`src/design/dmw_pkg.sv`:
```
// Shared types, codes and field layout for the depth-first maze walker.
// No dependencies; used by every RTL and checker file.
package dmw_pkg;

    localparam int GRID_W_DEF     = 32;
    localparam int GRID_H_DEF     = 32;
    localparam int PATH_DEPTH_DEF = 1024;

    localparam int COORD_W    = 5;
    localparam int HEAD_W     = 2;
    localparam int COUNT_W    = 16;
    localparam int DEPTH_W    = 11;
    localparam int CFG_IDX_W  = 3;
    localparam int CFG_DATA_W = 5;
    localparam int S_TDATA_W  = 8;
    localparam int M_TDATA_W  = 48;

    localparam logic [COUNT_W-1:0] COUNT_MAX  = '1;
    localparam logic [COORD_W-1:0] GOAL_RESET = 5'd31;

    // request kinds (s_tuser)
    localparam logic OP_RESTART = 1'b0;
    localparam logic OP_STEP    = 1'b1;

    // configuration register indexes
    localparam logic [CFG_IDX_W-1:0] CFG_START_X      = 3'd0;
    localparam logic [CFG_IDX_W-1:0] CFG_START_Y      = 3'd1;
    localparam logic [CFG_IDX_W-1:0] CFG_START_HEAD   = 3'd2;
    localparam logic [CFG_IDX_W-1:0] CFG_GOAL_X       = 3'd3;
    localparam logic [CFG_IDX_W-1:0] CFG_GOAL_Y       = 3'd4;
    localparam logic [CFG_IDX_W-1:0] CFG_PREFER_RIGHT = 3'd5;

    // headings and turns (added to the heading mod 4)
    localparam logic [HEAD_W-1:0] HEAD_UP    = 2'd0;
    localparam logic [HEAD_W-1:0] HEAD_RIGHT = 2'd1;
    localparam logic [HEAD_W-1:0] HEAD_DOWN  = 2'd2;
    localparam logic [HEAD_W-1:0] HEAD_LEFT  = 2'd3;
    localparam logic [HEAD_W-1:0] TURN_AHEAD = 2'd0;
    localparam logic [HEAD_W-1:0] TURN_RIGHT = 2'd1;
    localparam logic [HEAD_W-1:0] TURN_BACK  = 2'd2;
    localparam logic [HEAD_W-1:0] TURN_LEFT  = 2'd3;

    // s_tdata bits
    localparam int IN_LEFT_BIT  = 0;
    localparam int IN_AHEAD_BIT = 1;
    localparam int IN_RIGHT_BIT = 2;

    // m_tdata layout
    localparam int OUT_X_LO      = 0;
    localparam int OUT_Y_LO      = 5;
    localparam int OUT_HEAD_LO   = 10;
    localparam int OUT_MOVED_BIT = 12;
    localparam int OUT_BACK_BIT  = 13;
    localparam int OUT_GOAL_BIT  = 14;
    localparam int OUT_COUNT_LO  = 15;
    localparam int OUT_DEPTH_LO  = 31;
    localparam int OUT_FAULT_LO  = 42;

    typedef enum logic [1:0] {
        ST_CLEAR,
        ST_IDLE,
        ST_EXEC,
        ST_PUSH
    } state_t;

    typedef enum logic [1:0] {
        FAULT_NONE,
        FAULT_STACK_FULL,
        FAULT_POP_EMPTY,
        FAULT_OFF_GRID
    } fault_t;

    // coordinate width: wide enough for the grid and for the 5-bit config fields
    function automatic int coord_width(input int cells);
        return ($clog2(cells) > COORD_W) ? $clog2(cells) : COORD_W;
    endfunction

endpackage

```
`src/design/dmw_target.sv`:
```
// Side selection and target-cell computation for one step of the walker.
// Depends on dmw_pkg.
module dmw_target #(
    parameter int GRID_W = dmw_pkg::GRID_W_DEF,
    parameter int GRID_H = dmw_pkg::GRID_H_DEF,
    localparam int XW = dmw_pkg::coord_width(GRID_W),
    localparam int YW = dmw_pkg::coord_width(GRID_H)
) (
    input  logic [XW-1:0]               cur_x,
    input  logic [YW-1:0]               cur_y,
    input  logic [dmw_pkg::HEAD_W-1:0]  cur_heading,
    input  logic                        prefer_right,
    input  logic                        open_left,
    input  logic                        open_ahead,
    input  logic                        open_right,
    output logic                        none_open,
    output logic [dmw_pkg::HEAD_W-1:0]  new_heading,
    output logic [XW:0]                 tgt_x,
    output logic [YW:0]                 tgt_y,
    output logic                        off_grid
);

    localparam logic [XW:0] GRID_W_C = (XW+1)'(GRID_W);
    localparam logic [YW:0] GRID_H_C = (YW+1)'(GRID_H);

    logic [dmw_pkg::HEAD_W-1:0] turn;
    logic                       wall_hit;

    // preferred hand, then ahead, then the other hand
    always_comb begin
        turn      = dmw_pkg::TURN_AHEAD;
        none_open = 1'b0;
        if (prefer_right) begin
            if (open_right)      turn = dmw_pkg::TURN_RIGHT;
            else if (open_ahead) turn = dmw_pkg::TURN_AHEAD;
            else if (open_left)  turn = dmw_pkg::TURN_LEFT;
            else                 none_open = 1'b1;
        end else begin
            if (open_left)       turn = dmw_pkg::TURN_LEFT;
            else if (open_ahead) turn = dmw_pkg::TURN_AHEAD;
            else if (open_right) turn = dmw_pkg::TURN_RIGHT;
            else                 none_open = 1'b1;
        end
    end

    assign new_heading = cur_heading + turn;

    always_comb begin
        tgt_x    = {1'b0, cur_x};
        tgt_y    = {1'b0, cur_y};
        wall_hit = 1'b0;
        case (new_heading)
            dmw_pkg::HEAD_UP: begin
                if (cur_y == '0) wall_hit = 1'b1;
                else             tgt_y = {1'b0, cur_y} - 1'b1;
            end
            dmw_pkg::HEAD_RIGHT: tgt_x = {1'b0, cur_x} + 1'b1;
            dmw_pkg::HEAD_DOWN:  tgt_y = {1'b0, cur_y} + 1'b1;
            default: begin
                if (cur_x == '0) wall_hit = 1'b1;
                else             tgt_x = {1'b0, cur_x} - 1'b1;
            end
        endcase
    end

    assign off_grid = wall_hit || (tgt_x >= GRID_W_C) || (tgt_y >= GRID_H_C);

endmodule

```
`src/design/dfs_maze_walker_core.sv`:
```
// Top level of the depth-first maze walker: visited-row memory, path stack
// memory, walker state and the request/result channels. Depends on dmw_pkg, dmw_target.
//
//   channel | dir | handshake              | payload
//   s_      | in  | s_tvalid / s_tready    | s_tuser = op, s_tdata = open bits
//   m_      | out | m_tvalid / m_tready    | m_tdata = walker state after request
//   cfg_    | in  | cfg_wr_en (no stall)   | cfg_index, cfg_wdata
//
// A step request reads the visited row of the target cell into a register at
// accept; in ST_EXEC the walker decides, writes the row back and loads the result.
// A step that pushes twice (forward move onto the goal) makes its second push in
// ST_PUSH: the path stack memory has one write port. A restart sweeps the visited
// memory one row per cycle in ST_CLEAR, holding the last row until its result can
// load. Reset starts the same sweep (no result); no request is taken until it ends.
// A result waiting in m_ does not block the next request; the decide cycle waits for it.
module dfs_maze_walker_core #(
    parameter int GRID_W     = dmw_pkg::GRID_W_DEF,
    parameter int GRID_H     = dmw_pkg::GRID_H_DEF,
    parameter int PATH_DEPTH = dmw_pkg::PATH_DEPTH_DEF
) (
    input  logic                              aclk,
    input  logic                              aresetn,
    // request channel
    input  logic                              s_tvalid,
    output logic                              s_tready,
    input  logic [dmw_pkg::S_TDATA_W-1:0]     s_tdata,   // open_left, open_ahead, open_right, 0...
    input  logic                              s_tuser,   // op: 0 restart, 1 step
    // result channel
    output logic                              m_tvalid,
    input  logic                              m_tready,
    output logic [dmw_pkg::M_TDATA_W-1:0]     m_tdata,   // pos_x, pos_y, heading, moved,
                                                         // in_backtrack, at_goal, move_count,
                                                         // path_depth, fault, 0...
    // configuration writes
    input  logic                              cfg_wr_en,
    input  logic [dmw_pkg::CFG_IDX_W-1:0]     cfg_index,
    input  logic [dmw_pkg::CFG_DATA_W-1:0]    cfg_wdata
);

    localparam int XI = $clog2(GRID_W);             // column index into a visited row
    localparam int YI = $clog2(GRID_H);             // row address
    localparam int XW = dmw_pkg::coord_width(GRID_W);
    localparam int YW = dmw_pkg::coord_width(GRID_H);
    localparam int CW = $clog2(GRID_W * GRID_H);    // stacked cell number
    localparam int AW = $clog2(PATH_DEPTH);         // stack address
    localparam int TW = $clog2(PATH_DEPTH + 1);     // stack fill, 0..PATH_DEPTH

    localparam logic [XW:0]   GRID_W_C = (XW+1)'(GRID_W);
    localparam logic [YW:0]   GRID_H_C = (YW+1)'(GRID_H);
    localparam logic [TW-1:0] DEPTH_C  = TW'(PATH_DEPTH);
    localparam logic [YI-1:0] LAST_ROW = YI'(GRID_H - 1);
    localparam logic [CW-1:0] ROW_LEN  = CW'(GRID_W);

    typedef logic [GRID_W-1:0] row_t;

    // ---------------- configuration registers ----------------
    logic [dmw_pkg::COORD_W-1:0] start_x_reg, start_y_reg, goal_x_reg, goal_y_reg;
    logic [dmw_pkg::HEAD_W-1:0]  start_head_reg;
    logic                        prefer_right_reg;

    // ---------------- control and walker state ----------------
    dmw_pkg::state_t             state_reg, state_next;
    logic [YI-1:0]               clr_row_reg, clr_row_next;
    logic                        clr_item_reg, clr_item_next;   // restart owes a result
    logic                        mark_en_reg, mark_en_next;     // start cell inside grid
    logic [XI-1:0]               mark_x_reg, mark_x_next;
    logic [YI-1:0]               mark_y_reg, mark_y_next;

    logic [XW-1:0]               cur_x_reg, cur_x_next;
    logic [YW-1:0]               cur_y_reg, cur_y_next;
    logic [dmw_pkg::HEAD_W-1:0]  cur_head_reg, cur_head_next;
    logic                        retreat_reg, retreat_next;
    logic [dmw_pkg::COUNT_W-1:0] step_total_reg, step_total_next;
    logic [TW-1:0]               path_top_reg, path_top_next;

    logic                        m_tvalid_reg, m_tvalid_next;
    logic [dmw_pkg::M_TDATA_W-1:0] m_tdata_reg;

    // ---------------- step target, captured at accept ----------------
    logic                        tg_none, tg_off;
    logic [dmw_pkg::HEAD_W-1:0]  tg_head;
    logic [XW:0]                 tg_x;
    logic [YW:0]                 tg_y;

    logic                        tgt_none_reg, tgt_off_reg;
    logic [dmw_pkg::HEAD_W-1:0]  tgt_head_reg;
    logic [XW:0]                 tgt_x_reg;
    logic [YW:0]                 tgt_y_reg;

    // second push of a step, done in ST_PUSH
    logic [AW-1:0]               push2_addr_reg, push2_addr_next;
    logic [CW-1:0]               push2_cell_reg, push2_cell_next;
    logic                        push_late;

    // ---------------- memories ----------------
    row_t                        seen_mem [GRID_H];
    row_t                        seen_rdata_reg;
    logic                        seen_re, seen_we;
    logic [YI-1:0]               seen_raddr, seen_waddr;
    row_t                        seen_wdata;

    logic [CW-1:0]               path_mem [PATH_DEPTH];
    logic                        path_we;
    logic [AW-1:0]               path_waddr;
    logic [CW-1:0]               path_wdata;

    // ---------------- handshake helpers ----------------
    logic accept, out_free, exec_fire, clr_last, clr_done, out_load;
    logic res_moved;
    dmw_pkg::fault_t res_fault;
    logic res_at_goal;

    logic at_goal_cur, stack_full, seen_bit, start_on_goal, start_in_grid;
    logic [CW-1:0] cur_cell, tgt_cell, start_cell;

    assign s_tready  = (state_reg == dmw_pkg::ST_IDLE);
    assign accept    = s_tvalid && s_tready;
    assign out_free  = !m_tvalid_reg || m_tready;
    assign exec_fire = (state_reg == dmw_pkg::ST_EXEC) && out_free;
    assign clr_last  = (state_reg == dmw_pkg::ST_CLEAR) && (clr_row_reg == LAST_ROW);
    assign clr_done  = clr_last && (!clr_item_reg || out_free);

    assign m_tvalid = m_tvalid_reg;
    assign m_tdata  = m_tdata_reg;

    dmw_target #(
        .GRID_W (GRID_W),
        .GRID_H (GRID_H)
    ) u_target (
        .cur_x        (cur_x_reg),
        .cur_y        (cur_y_reg),
        .cur_heading  (cur_head_reg),
        .prefer_right (prefer_right_reg),
        .open_left    (s_tdata[dmw_pkg::IN_LEFT_BIT]),
        .open_ahead   (s_tdata[dmw_pkg::IN_AHEAD_BIT]),
        .open_right   (s_tdata[dmw_pkg::IN_RIGHT_BIT]),
        .none_open    (tg_none),
        .new_heading  (tg_head),
        .tgt_x        (tg_x),
        .tgt_y        (tg_y),
        .off_grid     (tg_off)
    );

    // cell numbers as stacked: y * GRID_W + x
    assign cur_cell   = CW'(cur_y_reg) * ROW_LEN + CW'(cur_x_reg);
    assign tgt_cell   = CW'(tgt_y_reg) * ROW_LEN + CW'(tgt_x_reg);
    assign start_cell = CW'(start_y_reg) * ROW_LEN + CW'(start_x_reg);

    assign at_goal_cur   = (cur_x_reg == XW'(goal_x_reg)) && (cur_y_reg == YW'(goal_y_reg));
    assign stack_full    = (path_top_reg >= DEPTH_C);
    assign seen_bit      = seen_rdata_reg[tgt_x_reg[XI-1:0]];
    assign start_on_goal = (start_x_reg == goal_x_reg) && (start_y_reg == goal_y_reg);
    assign start_in_grid = ({1'b0, XW'(start_x_reg)} < GRID_W_C)
                        && ({1'b0, YW'(start_y_reg)} < GRID_H_C);

    // ---------------- next state ----------------
    always_comb begin
        state_next = state_reg;
        case (state_reg)
            dmw_pkg::ST_CLEAR: begin
                if (clr_done) state_next = dmw_pkg::ST_IDLE;
            end
            dmw_pkg::ST_IDLE: begin
                if (accept) begin
                    state_next = (s_tuser == dmw_pkg::OP_RESTART) ? dmw_pkg::ST_CLEAR
                                                                  : dmw_pkg::ST_EXEC;
                end
            end
            dmw_pkg::ST_EXEC: begin
                if (exec_fire) state_next = push_late ? dmw_pkg::ST_PUSH : dmw_pkg::ST_IDLE;
            end
            dmw_pkg::ST_PUSH: state_next = dmw_pkg::ST_IDLE;
            default:          state_next = dmw_pkg::ST_IDLE;
        endcase
    end

    // ---------------- datapath and memory ports ----------------
    always_comb begin
        logic [TW-1:0] top_mid;
        logic          push_first;
        logic          go;

        clr_row_next    = clr_row_reg;
        clr_item_next   = clr_item_reg;
        mark_en_next    = mark_en_reg;
        mark_x_next     = mark_x_reg;
        mark_y_next     = mark_y_reg;
        cur_x_next      = cur_x_reg;
        cur_y_next      = cur_y_reg;
        cur_head_next   = cur_head_reg;
        retreat_next    = retreat_reg;
        step_total_next = step_total_reg;
        path_top_next   = path_top_reg;
        push2_addr_next = push2_addr_reg;
        push2_cell_next = push2_cell_reg;
        push_late       = 1'b0;

        seen_re    = 1'b0;
        seen_raddr = tg_y[YI-1:0];
        seen_we    = 1'b0;
        seen_waddr = tgt_y_reg[YI-1:0];
        seen_wdata = seen_rdata_reg | (row_t'(1) << tgt_x_reg[XI-1:0]);

        path_we    = 1'b0;
        path_waddr = path_top_reg[AW-1:0];
        path_wdata = cur_cell;

        out_load   = 1'b0;
        res_moved  = 1'b0;
        res_fault  = dmw_pkg::FAULT_NONE;
        top_mid    = path_top_reg;
        push_first = 1'b0;
        go         = 1'b0;

        case (state_reg)
            dmw_pkg::ST_CLEAR: begin
                // sweep rows; the start row gets its start bit on the way
                seen_we    = 1'b1;
                seen_waddr = clr_row_reg;
                seen_wdata = (mark_en_reg && (clr_row_reg == mark_y_reg))
                           ? (row_t'(1) << mark_x_reg) : '0;
                if (!clr_last) clr_row_next = clr_row_reg + 1'b1;
                if (clr_done) begin
                    clr_row_next  = '0;
                    clr_item_next = 1'b0;
                    out_load      = clr_item_reg;
                end
            end

            dmw_pkg::ST_IDLE: begin
                if (accept) begin
                    seen_re = 1'b1;
                    if (s_tuser == dmw_pkg::OP_RESTART) begin
                        cur_x_next      = XW'(start_x_reg);
                        cur_y_next      = YW'(start_y_reg);
                        cur_head_next   = start_head_reg;
                        retreat_next    = 1'b0;
                        step_total_next = '0;
                        path_top_next   = start_on_goal ? TW'(1) : '0;
                        path_we         = start_on_goal;
                        path_waddr      = '0;
                        path_wdata      = start_cell;
                        clr_item_next   = 1'b1;
                        mark_en_next    = start_in_grid;
                        mark_x_next     = XI'(start_x_reg);
                        mark_y_next     = YI'(start_y_reg);
                    end
                end
            end

            dmw_pkg::ST_EXEC: begin
                if (exec_fire) begin
                    out_load = 1'b1;
                    if (!at_goal_cur) begin
                        if (step_total_reg != dmw_pkg::COUNT_MAX)
                            step_total_next = step_total_reg + 1'b1;

                        if (tgt_none_reg) begin
                            // dead end: no side is open; push and turn round unless already retreating
                            if (!retreat_reg) begin
                                if (stack_full) begin
                                    res_fault = dmw_pkg::FAULT_STACK_FULL;
                                end else begin
                                    push_first    = 1'b1;
                                    top_mid       = path_top_reg + 1'b1;
                                    cur_head_next = cur_head_reg + dmw_pkg::TURN_BACK;
                                    retreat_next  = 1'b1;
                                end
                            end
                        end else if (tgt_off_reg) begin
                            res_fault = dmw_pkg::FAULT_OFF_GRID;
                        end else if (!retreat_reg) begin
                            if (stack_full) begin
                                res_fault = dmw_pkg::FAULT_STACK_FULL;
                            end else begin
                                push_first = 1'b1;
                                top_mid    = path_top_reg + 1'b1;
                                go         = 1'b1;
                            end
                        end else if (!seen_bit) begin
                            retreat_next = 1'b0;
                            go           = 1'b1;
                        end else if (path_top_reg == '0) begin
                            res_fault = dmw_pkg::FAULT_POP_EMPTY;
                        end else begin
                            top_mid = path_top_reg - 1'b1;
                            go      = 1'b1;
                        end

                        path_we       = push_first;
                        path_top_next = top_mid;

                        if (go) begin
                            cur_head_next = tgt_head_reg;
                            cur_x_next    = tgt_x_reg[XW-1:0];
                            cur_y_next    = tgt_y_reg[YW-1:0];
                            seen_we       = 1'b1;
                            res_moved     = 1'b1;
                            if ((tgt_x_reg[XW-1:0] == XW'(goal_x_reg))
                                    && (tgt_y_reg[YW-1:0] == YW'(goal_y_reg))) begin
                                if (top_mid >= DEPTH_C) begin
                                    res_fault = dmw_pkg::FAULT_STACK_FULL;
                                end else begin
                                    path_top_next = top_mid + 1'b1;
                                    if (push_first) begin
                                        push_late       = 1'b1;
                                        push2_addr_next = top_mid[AW-1:0];
                                        push2_cell_next = tgt_cell;
                                    end else begin
                                        path_we    = 1'b1;
                                        path_waddr = top_mid[AW-1:0];
                                        path_wdata = tgt_cell;
                                    end
                                end
                            end
                        end
                    end
                end
            end

            dmw_pkg::ST_PUSH: begin
                path_we    = 1'b1;
                path_waddr = push2_addr_reg;
                path_wdata = push2_cell_reg;
            end

            default: ;
        endcase

        res_at_goal = (cur_x_next == XW'(goal_x_reg)) && (cur_y_next == YW'(goal_y_reg));
    end

    always_comb begin
        m_tvalid_next = m_tvalid_reg && !m_tready;
        if (out_load) m_tvalid_next = 1'b1;
    end

    // ---------------- registers ----------------
    always_ff @(posedge aclk) begin
        if (!aresetn) begin
            start_x_reg      <= '0;
            start_y_reg      <= '0;
            start_head_reg   <= dmw_pkg::HEAD_UP;
            goal_x_reg       <= dmw_pkg::GOAL_RESET;
            goal_y_reg       <= dmw_pkg::GOAL_RESET;
            prefer_right_reg <= 1'b0;
            // reset acts as a restart from the reset start cell, without a result
            state_reg        <= dmw_pkg::ST_CLEAR;
            clr_row_reg      <= '0;
            clr_item_reg     <= 1'b0;
            mark_en_reg      <= 1'b1;
            mark_x_reg       <= '0;
            mark_y_reg       <= '0;
            cur_x_reg        <= '0;
            cur_y_reg        <= '0;
            cur_head_reg     <= dmw_pkg::HEAD_UP;
            retreat_reg      <= 1'b0;
            step_total_reg   <= '0;
            path_top_reg     <= '0;
            m_tvalid_reg     <= 1'b0;
        end else begin
            if (cfg_wr_en) begin
                case (cfg_index)
                    dmw_pkg::CFG_START_X:      start_x_reg      <= cfg_wdata;
                    dmw_pkg::CFG_START_Y:      start_y_reg      <= cfg_wdata;
                    dmw_pkg::CFG_START_HEAD:   start_head_reg   <= cfg_wdata[dmw_pkg::HEAD_W-1:0];
                    dmw_pkg::CFG_GOAL_X:       goal_x_reg       <= cfg_wdata;
                    dmw_pkg::CFG_GOAL_Y:       goal_y_reg       <= cfg_wdata;
                    dmw_pkg::CFG_PREFER_RIGHT: prefer_right_reg <= cfg_wdata[0];
                    default: ;
                endcase
            end
            state_reg      <= state_next;
            clr_row_reg    <= clr_row_next;
            clr_item_reg   <= clr_item_next;
            mark_en_reg    <= mark_en_next;
            mark_x_reg     <= mark_x_next;
            mark_y_reg     <= mark_y_next;
            cur_x_reg      <= cur_x_next;
            cur_y_reg      <= cur_y_next;
            cur_head_reg   <= cur_head_next;
            retreat_reg    <= retreat_next;
            step_total_reg <= step_total_next;
            path_top_reg   <= path_top_next;
            m_tvalid_reg   <= m_tvalid_next;
        end
    end

    // payload registers
    always_ff @(posedge aclk) begin
        if (accept) begin
            tgt_none_reg <= tg_none;
            tgt_off_reg  <= tg_off;
            tgt_head_reg <= tg_head;
            tgt_x_reg    <= tg_x;
            tgt_y_reg    <= tg_y;
        end
        push2_addr_reg <= push2_addr_next;
        push2_cell_reg <= push2_cell_next;
        if (out_load) begin
            m_tdata_reg <= {4'b0000,
                            res_fault,
                            dmw_pkg::DEPTH_W'(path_top_next),
                            step_total_next,
                            res_at_goal,
                            retreat_next,
                            res_moved,
                            cur_head_next,
                            dmw_pkg::COORD_W'(cur_y_next),
                            dmw_pkg::COORD_W'(cur_x_next)};
        end
    end

    // visited rows: read at accept, written back in the decide cycle, so a
    // read never meets a write to the same row in flight
    always_ff @(posedge aclk) begin
        if (seen_we) seen_mem[seen_waddr] <= seen_wdata;
        if (seen_re) seen_rdata_reg <= seen_mem[seen_raddr];
    end

    // path stack
    always_ff @(posedge aclk) begin
        if (path_we) path_mem[path_waddr] <= path_wdata;
    end

endmodule

```
`config.mk`:
```
export PLATFORM = sky130hd
export DESIGN_NAME = dfs_maze_walker_core
export DESIGN_NICKNAME = d
export VERILOG_FILES = /design/src/design/dmw_pkg.sv /design/src/design/dmw_target.sv /design/src/design/dfs_maze_walker_core.sv
export SDC_FILE = /design/constraint.sdc
export NUM_CORES = 2
export LEC_CHECK = 0
export CORE_MARGIN = 4
export CORE_UTILIZATION = 57
export DETAILED_ROUTE_END_ITERATION = 8
export DONT_BUFFER_PORTS = 1
export HOLD_SLACK_MARGIN = 0.12
export PLACE_DENSITY = 0.81
export SYNTH_ARGS = -nofsm -noshare
export SYNTH_HDL_FRONTEND = slang
export SYNTH_SLANG_ARGS = --single-unit
export TNS_END_PERCENT = 20
```
`constraint.sdc`:
```
create_clock -name aclk -period 4.6 [get_ports aclk]
set_input_delay 0.46 -clock aclk [delete_from_list [all_inputs] [get_ports aclk]]
set_output_delay 0.46 -clock aclk [all_outputs]
set_load 0.02 [all_outputs]
```
### After elaboration in Yosys (flattened, before gate mapping)

Memories as Yosys holds them, arrays and structs flattened. A register that Yosys moved wholly into a read port is not among the register bits.
Cells that the tools add are included.

| word-level totals | value |
|---|---|
| flip-flop bits (word level) | 140 |
| RAM bits | 1,024 |
| input port bits | 22 |
| output and inout port bits | 50 |
| memories | 1 |

| cells by class | value |
|---|---|
| $add $sub $neg | 11 |
| magnitude comparators | 5 |
| equality and inequality tests | 26 |
| shift-type cells | 2 |
| multiplexer cells | 138 |
| bitwise logic cells | 4 |
| reductions and logical operators | 36 |

Memories:

| name | words | bits a word | rd ports | clocked after Yosys merged registers in | write ports | RTL line | source |
|---|---|---|---|---|---|---|---|
| seen_mem | 32 | 32 | 1 | 1 | 1 | dfs_maze_walker_core.sv:96 | `row_t seen_mem [GRID_H];` |

Operator list:

| kind | count |
|---|---|
| $mux W11 | 17 |
| $mux W16 | 5 |
| $mux W5 | 13 |
| $mux W32 | 2 |
| $shl A1 B5 Y32 const A | 2 |
| $mux W1 | 58 |
| $mux W2 | 27 |
| $eq A5 B5 Y1 | 9 |
| $or A32 B32 Y32 | 1 |
| $pmux W16 S2 | 1 |
| $pmux W6 S2 | 2 |
| $add A11 B1 Y11 const B | 2 |
| $ge A11 B11 Y1 const B | 2 |
| $pmux W11 S2 | 1 |
| $pmux W5 S2 | 2 |
| $add A16 B1 Y16 const B | 1 |
| $ne A16 B16 Y1 const B | 1 |
| $reduce_and A2 Y1 | 7 |
| $add A5 B1 Y6 const B | 2 |
| $ge A6 B6 Y1 const B | 2 |
| $mux W6 | 2 |
| $sub A5 B1 Y6 const B | 2 |
| $logic_not A11 Y1 | 1 |
| $sub A11 B1 Y11 const B | 1 |
| 28 further kinds | 59 |

### Logic depth before layout (Yosys ltp)

| depth | value |
|---|---|
| depth in word-level cells | 19 |
| mapped depth | 16 |
| mapped depth without buffers | 15 |

### Cells and area by module

From an unflattened synthesis, not the netlist that was laid out.

| second synthesis, totals | value |
|---|---|
| cells, all modules | 2,616 |
| area total of the unflattened synthesis | 49,035.8 µm² |

Modules (own cells, without submodules):

| module | times used | cells an instance | area each (µm²) |
|---|---|---|---|
| dfs_maze_walker_core | 1 | 2,513 | 48,371.4 |
| dmw_target | 1 | 103 | 664.4 |

### Worst setup path after synthesis

No wires, ideal clock.

| timing | value |
|---|---|
| path type | register to register |
| start | register tgt_x_reg[0] |
| end | memory seen_mem[11][0] (netlist name), enable pin |
| setup time | 0.421 ns |
| arrival time | 3.907 ns |
| data required time | 4.179 ns |
| path slack | 0.272 ns |
| cell stages (with the launch flop) | 13 |
| buffers on the path | 2 |
| clock period less this slack | 4.328 ns |
| cells stage by stage | edfxtp_1 > buf_6 > mux2_1 > mux4_2 > o21ai_4 > o31a_1 > buf_4 > nand2_2 > inv_2 > nand2_1 > nor3b_1 > a31oi_1 > nor2_1 |

| on the way | value |
|---|---|
| word-level cells in the longest chain between the ends | 15 |

Ends and longest elaborated chain:

| element | RTL line | source |
|---|---|---|
| start, declared | dfs_maze_walker_core.sv:87 | `logic [XW:0] tgt_x_reg;` |
| start signal, assigned | dfs_maze_walker_core.sv:395 | `tgt_x_reg <= tg_x;` |
| $bmux W1 S5 | dfs_maze_walker_core.sv:151 | `assign seen_bit = seen_rdata_reg[tgt_x_reg[XI-1:0]];` |
| $mux W1 (implied by the code) | dfs_maze_walker_core.sv:151 |  |
| $mux W1 | dfs_maze_walker_core.sv:280 | `end else if (!seen_bit) begin` |
| $mux W1 | dfs_maze_walker_core.sv:272 | `end else if (!retreat_reg) begin` |
| $mux W1 | dfs_maze_walker_core.sv:270 | `end else if (tgt_off_reg) begin` |
| $mux W1 | dfs_maze_walker_core.sv:258 | `if (tgt_none_reg) begin` |
| $mux W1 | dfs_maze_walker_core.sv:254 | `if (!at_goal_cur) begin` |
| $mux W1 | dfs_maze_walker_core.sv:252 | `if (exec_fire) begin` |
| $mux W1 | dfs_maze_walker_core.sv:215 | `case (state_reg)` |
| $mux W1 | dfs_maze_walker_core.sv:293 | `if (go) begin` |
| $mux W1 | dfs_maze_walker_core.sv:254 |  |
| $mux W1 | dfs_maze_walker_core.sv:252 |  |
| $pmux W1 S2 | dfs_maze_walker_core.sv:215 |  |
| $mux W1 | dfs_maze_walker_core.sv:417 | `if (seen_we) seen_mem[seen_waddr] <= seen_wdata;` |
| $mux W1 (implied by the code) | dfs_maze_walker_core.sv:417 |  |
| end, declared | dfs_maze_walker_core.sv:96 |  |

Every way passes these cells. The select of a mux whose other input is x is not followed.

### Worst setup path after layout

| timing | value |
|---|---|
| start | register tgt_x_reg[1] |
| end | register m_tdata_reg, in the netlist m_tdata[37] (data pin) |

| on the way | value |
|---|---|
| word-level cells in the longest chain between the ends | 16 |
| elaborated cells between the ends (all ways) | 26 |
| classes of those cells | add/sub (1); order compare (1); eq/ne (1); mux (22); reduce/logical (1) |

Ends and longest elaborated chain:

| element | RTL line | source |
|---|---|---|
| $bmux W1 S5 | dfs_maze_walker_core.sv:151 |  |
| $mux W1 (implied by the code) | dfs_maze_walker_core.sv:151 |  |
| $mux W11 | dfs_maze_walker_core.sv:280 |  |
| $mux W11 | dfs_maze_walker_core.sv:272 |  |
| $mux W11 | dfs_maze_walker_core.sv:270 |  |
| $mux W11 | dfs_maze_walker_core.sv:258 |  |
| $mux W11 | dfs_maze_walker_core.sv:254 |  |
| $mux W11 | dfs_maze_walker_core.sv:252 |  |
| $mux W11 | dfs_maze_walker_core.sv:215 |  |
| $add A11 B1 Y11 or $ge A11 B11 Y1 (tied branches) | dfs_maze_walker_core.sv:304, dfs_maze_walker_core.sv:301 |  |
| $mux W11 | dfs_maze_walker_core.sv:301 | `if (top_mid >= DEPTH_C) begin` |
| $mux W11 | dfs_maze_walker_core.sv:299 | `if ((tgt_x_reg[XW-1:0] == XW'(goal_x_reg))` |
| $mux W11 (*) | dfs_maze_walker_core.sv:293 |  |
| $mux W11 (*) | dfs_maze_walker_core.sv:254 |  |
| $mux W11 (*) | dfs_maze_walker_core.sv:252 |  |
| $pmux W11 S2 (*) | dfs_maze_walker_core.sv:215 |  |
| net path_top_next[6] | dfs_maze_walker_core.sv:74 | `logic [TW-1:0] path_top_reg, path_top_next;` |
| end signal, assigned | dfs_maze_walker_core.sv:401 | `m_tdata_reg <= {4'b0000,` |
| end, declared | dfs_maze_walker_core.sv:77 | `logic [dmw_pkg::M_TDATA_W-1:0] m_tdata_reg;` |

The timed path passes the listed nets; every way through them passes the cells marked *. The select of a mux whose other input is x is not followed.
A chain may end at the register's enable or synchronous reset.

==> run metrics <==
Final Slew Violations=0; Synth area leaders=edfxtp_1, mux4_2, mux2i_1; Sw Share=0.221; die height=302 microns; critical path data required time=4.99 ns; Cell Pwr Density=slightly above 400 nW/um^2; Tot Pwr=~23000 uW; FP Rows=around 110; Initial Util=0.577; num ports=72; multi-input logic area=about 14000 sq um; Final ANT Viol Nets=0; hold buffer count at CTS=16; crit end category=flop; Chip Width=between 300 and 400 microns; first-pass GRT wire length=~190000 microns; Psw=between 5000 and 6000 uW; vias in the first global route=a little under 30000; root buffer cell=clkbuf_16; Setup-failing EPs final=0; combinational power share=0.064; clk sink count=1196; share of the synthesized area in the top cell type=0.678; grt ovf=0; DRC viols=0; sequential share of the synthesized area=0.711; Cell Count, Final, Fillers Out=roughly 4200; # fillers=5311; worst skew pair latency=between 0.7 and 0.8 ns; RSZ-0062 raised after global routing=false; Critical Path AT=around 4.6 ns; CORE AREA=~86000 sq um; Least-Margin Pin Slew=approximately 1.4 ns; synthesized area=roughly 50000 sq um; DR WL/cell=about 30 microns; CTS tree=done; fin crit period=4.21 ns; H-tree depth=3; outcome=finished, final reports clean; Post-DP HPWL=75000 microns; Flop pwr share=0.533; count leader, synth=edfxtp_1; asr flop ratio synth=0; DIE AREA=a little over 90000 sq um; Post-synth EDFFs=1114; register bit total from synthesis=roughly 1200; 1st-iter DRT viols=about 4200; leak pwr=0.0186 uW; Hold Crit Class=input port to flop; dpl cells=4014; setup repair bufs after CTS=0; peak fanout along the critical path=11; synth unique cells=between 90 and 100; WL final=around 130000 microns; crit path kind=flop to flop; cts bufs inserted=roughly 110; maximum VDD drop=slightly below 0.4 mV; Top FF cell, synth=edfxtp_1; Synth Warn #=0; Final WS setup=0.387 ns; initial antenna violation count=3; post-CTS resize count=0; Setup Skew=0.0633 ns; fraction of layout cells with a size suffix above 1=0.212; max cap viols=0; setup TNS=0 ns; P&R area growth vs syn=13.5%; Synth Area per Inst=about 17 sq um; Yosys top cell by area=edfxtp_1; crit share post-route=0.916; storage element area=about 35000 sq um; CTS Buffer Depth=3; antenna cell count=0; Pre-Repair DR Iteration Count=8; Max Fclk=~240 MHz; slew margin rel.=0.0685; Placer Congestion=roughly 1; DR vias=roughly 29000; max reg flops=1024; Final Hold Viols=0; # port buffers=0; Clock transition at path regs=roughly 0.060 ns; layout net count=roughly 3000; Vias/cell=between 6 and 7; Post-Synthesis Cells=just under 3000; Setup WS pre-CTS=between 0.4 and 0.5 ns; largest net degree at the start of global routing=85; Total GRT Usage=0.283; Synth top cells by count=edfxtp_1, mux2i_1, mux4_2; Internal=approximately 18000 uW; CP startpoint kind=flop; clock share of power=0.403
-- per-stage QoR --
stage,utilization,area (sq um),hold slack [ns]
floorplan,-,49400,0.455
global placement,0.609,52100,0.479
detailed placement,0.609,52100,0.476
CTS,0.654,56000,0.126
global route,0.655,56000,0.166
finish,0.655,56000,0.152
-- final timing paths --
kind | from | endpoint | slack, ns | cells after the start
worst max-delay path | tgt_x_reg[1] | m_tdata[37] | 0.39 | 9
worst min-delay path | cfg_index[1] | goal_y_reg[3] | 0.15 | 2
worst max register to register | tgt_x_reg[1] | m_tdata[37] | 0.39 | 9
worst min register to register | mark_y_reg[1] | mark_y_reg[1] | 0.49 | 2
-- cells by family after synthesis --
group / share of synthesized area
DFF: 0.711
AOI/OAI and AO/OA: 0.0638
xor gates and xnor gates: 0.00852
adders and majority gates: 0.00380
and+or+nand+nor: 0.0553
other: 0.0000760
muxes: 0.139
buffers and inverters: 0.0181
-- power groups by stage --
stage | Sequential [uW] | Combinational [uW] | Clock, uW
floorplan | 12500 | 864 | 0
global placement | 12600 | 1360 | 0
detailed placement | 12600 | 1410 | 0
CTS | 12400 | 1470 | 9470
global route | 12400 | 1580 | 9960
finish | 12400 | 1500 | 9370
-- cell type report --
cell class	instances	area share
clock buffer	129	0.0514
clock inverter	81	0.0152
inverter	33	0.00221
multi-input combinational	1485	0.249
sequential	1196	0.626
tap	1144	0.0256
timing repair buffer	174	0.0306
-- per-layer routing --
layer  track usage  routed length [microns]
met4         0.110                     5560
met1         0.368                    46100
met5             0                       23
met3        0.0654                    13600
met2         0.469                    63200
-- cell usage in the layout, fill, tap and decap left out, drive strengths merged, types with 10 or more instances in the layout --
master          n
mux2           10
a21boi         13
nand2         129
or2            16
edfxtp       1114
a22oi          15
dfxtp          82
nor2           97
dlygate4sd3    15
ha             15
bufinv         15
o22ai         104
o221ai         34
inv            34
and3           14
nor2b          30
clkinv         62
nand4          17
mux2i         230
xnor2          19
nand2b         17
nor4           17
buf           159
a22o           10
and2           38
or3            16
nor3b          13
clkbuf        129
a21oi          77
xor2           29
mux4          198
nand3          40
o21ai          60
nor3           61
o22a           33
a31oi          25
-- worst max-delay path, stage by stage (launching register included) --
cell	delay, ns
edfxtp_1	0.83
mux4_2	0.75
a21o_1	0.22
buf_4	0.18
or4_4	0.49
a31oi_2	0.26
ha_1	0.23
nand2_1	0.14
or4_1	0.53
a32o_1	0.27
Note: power is estimated with default switching activity, not from simulation.
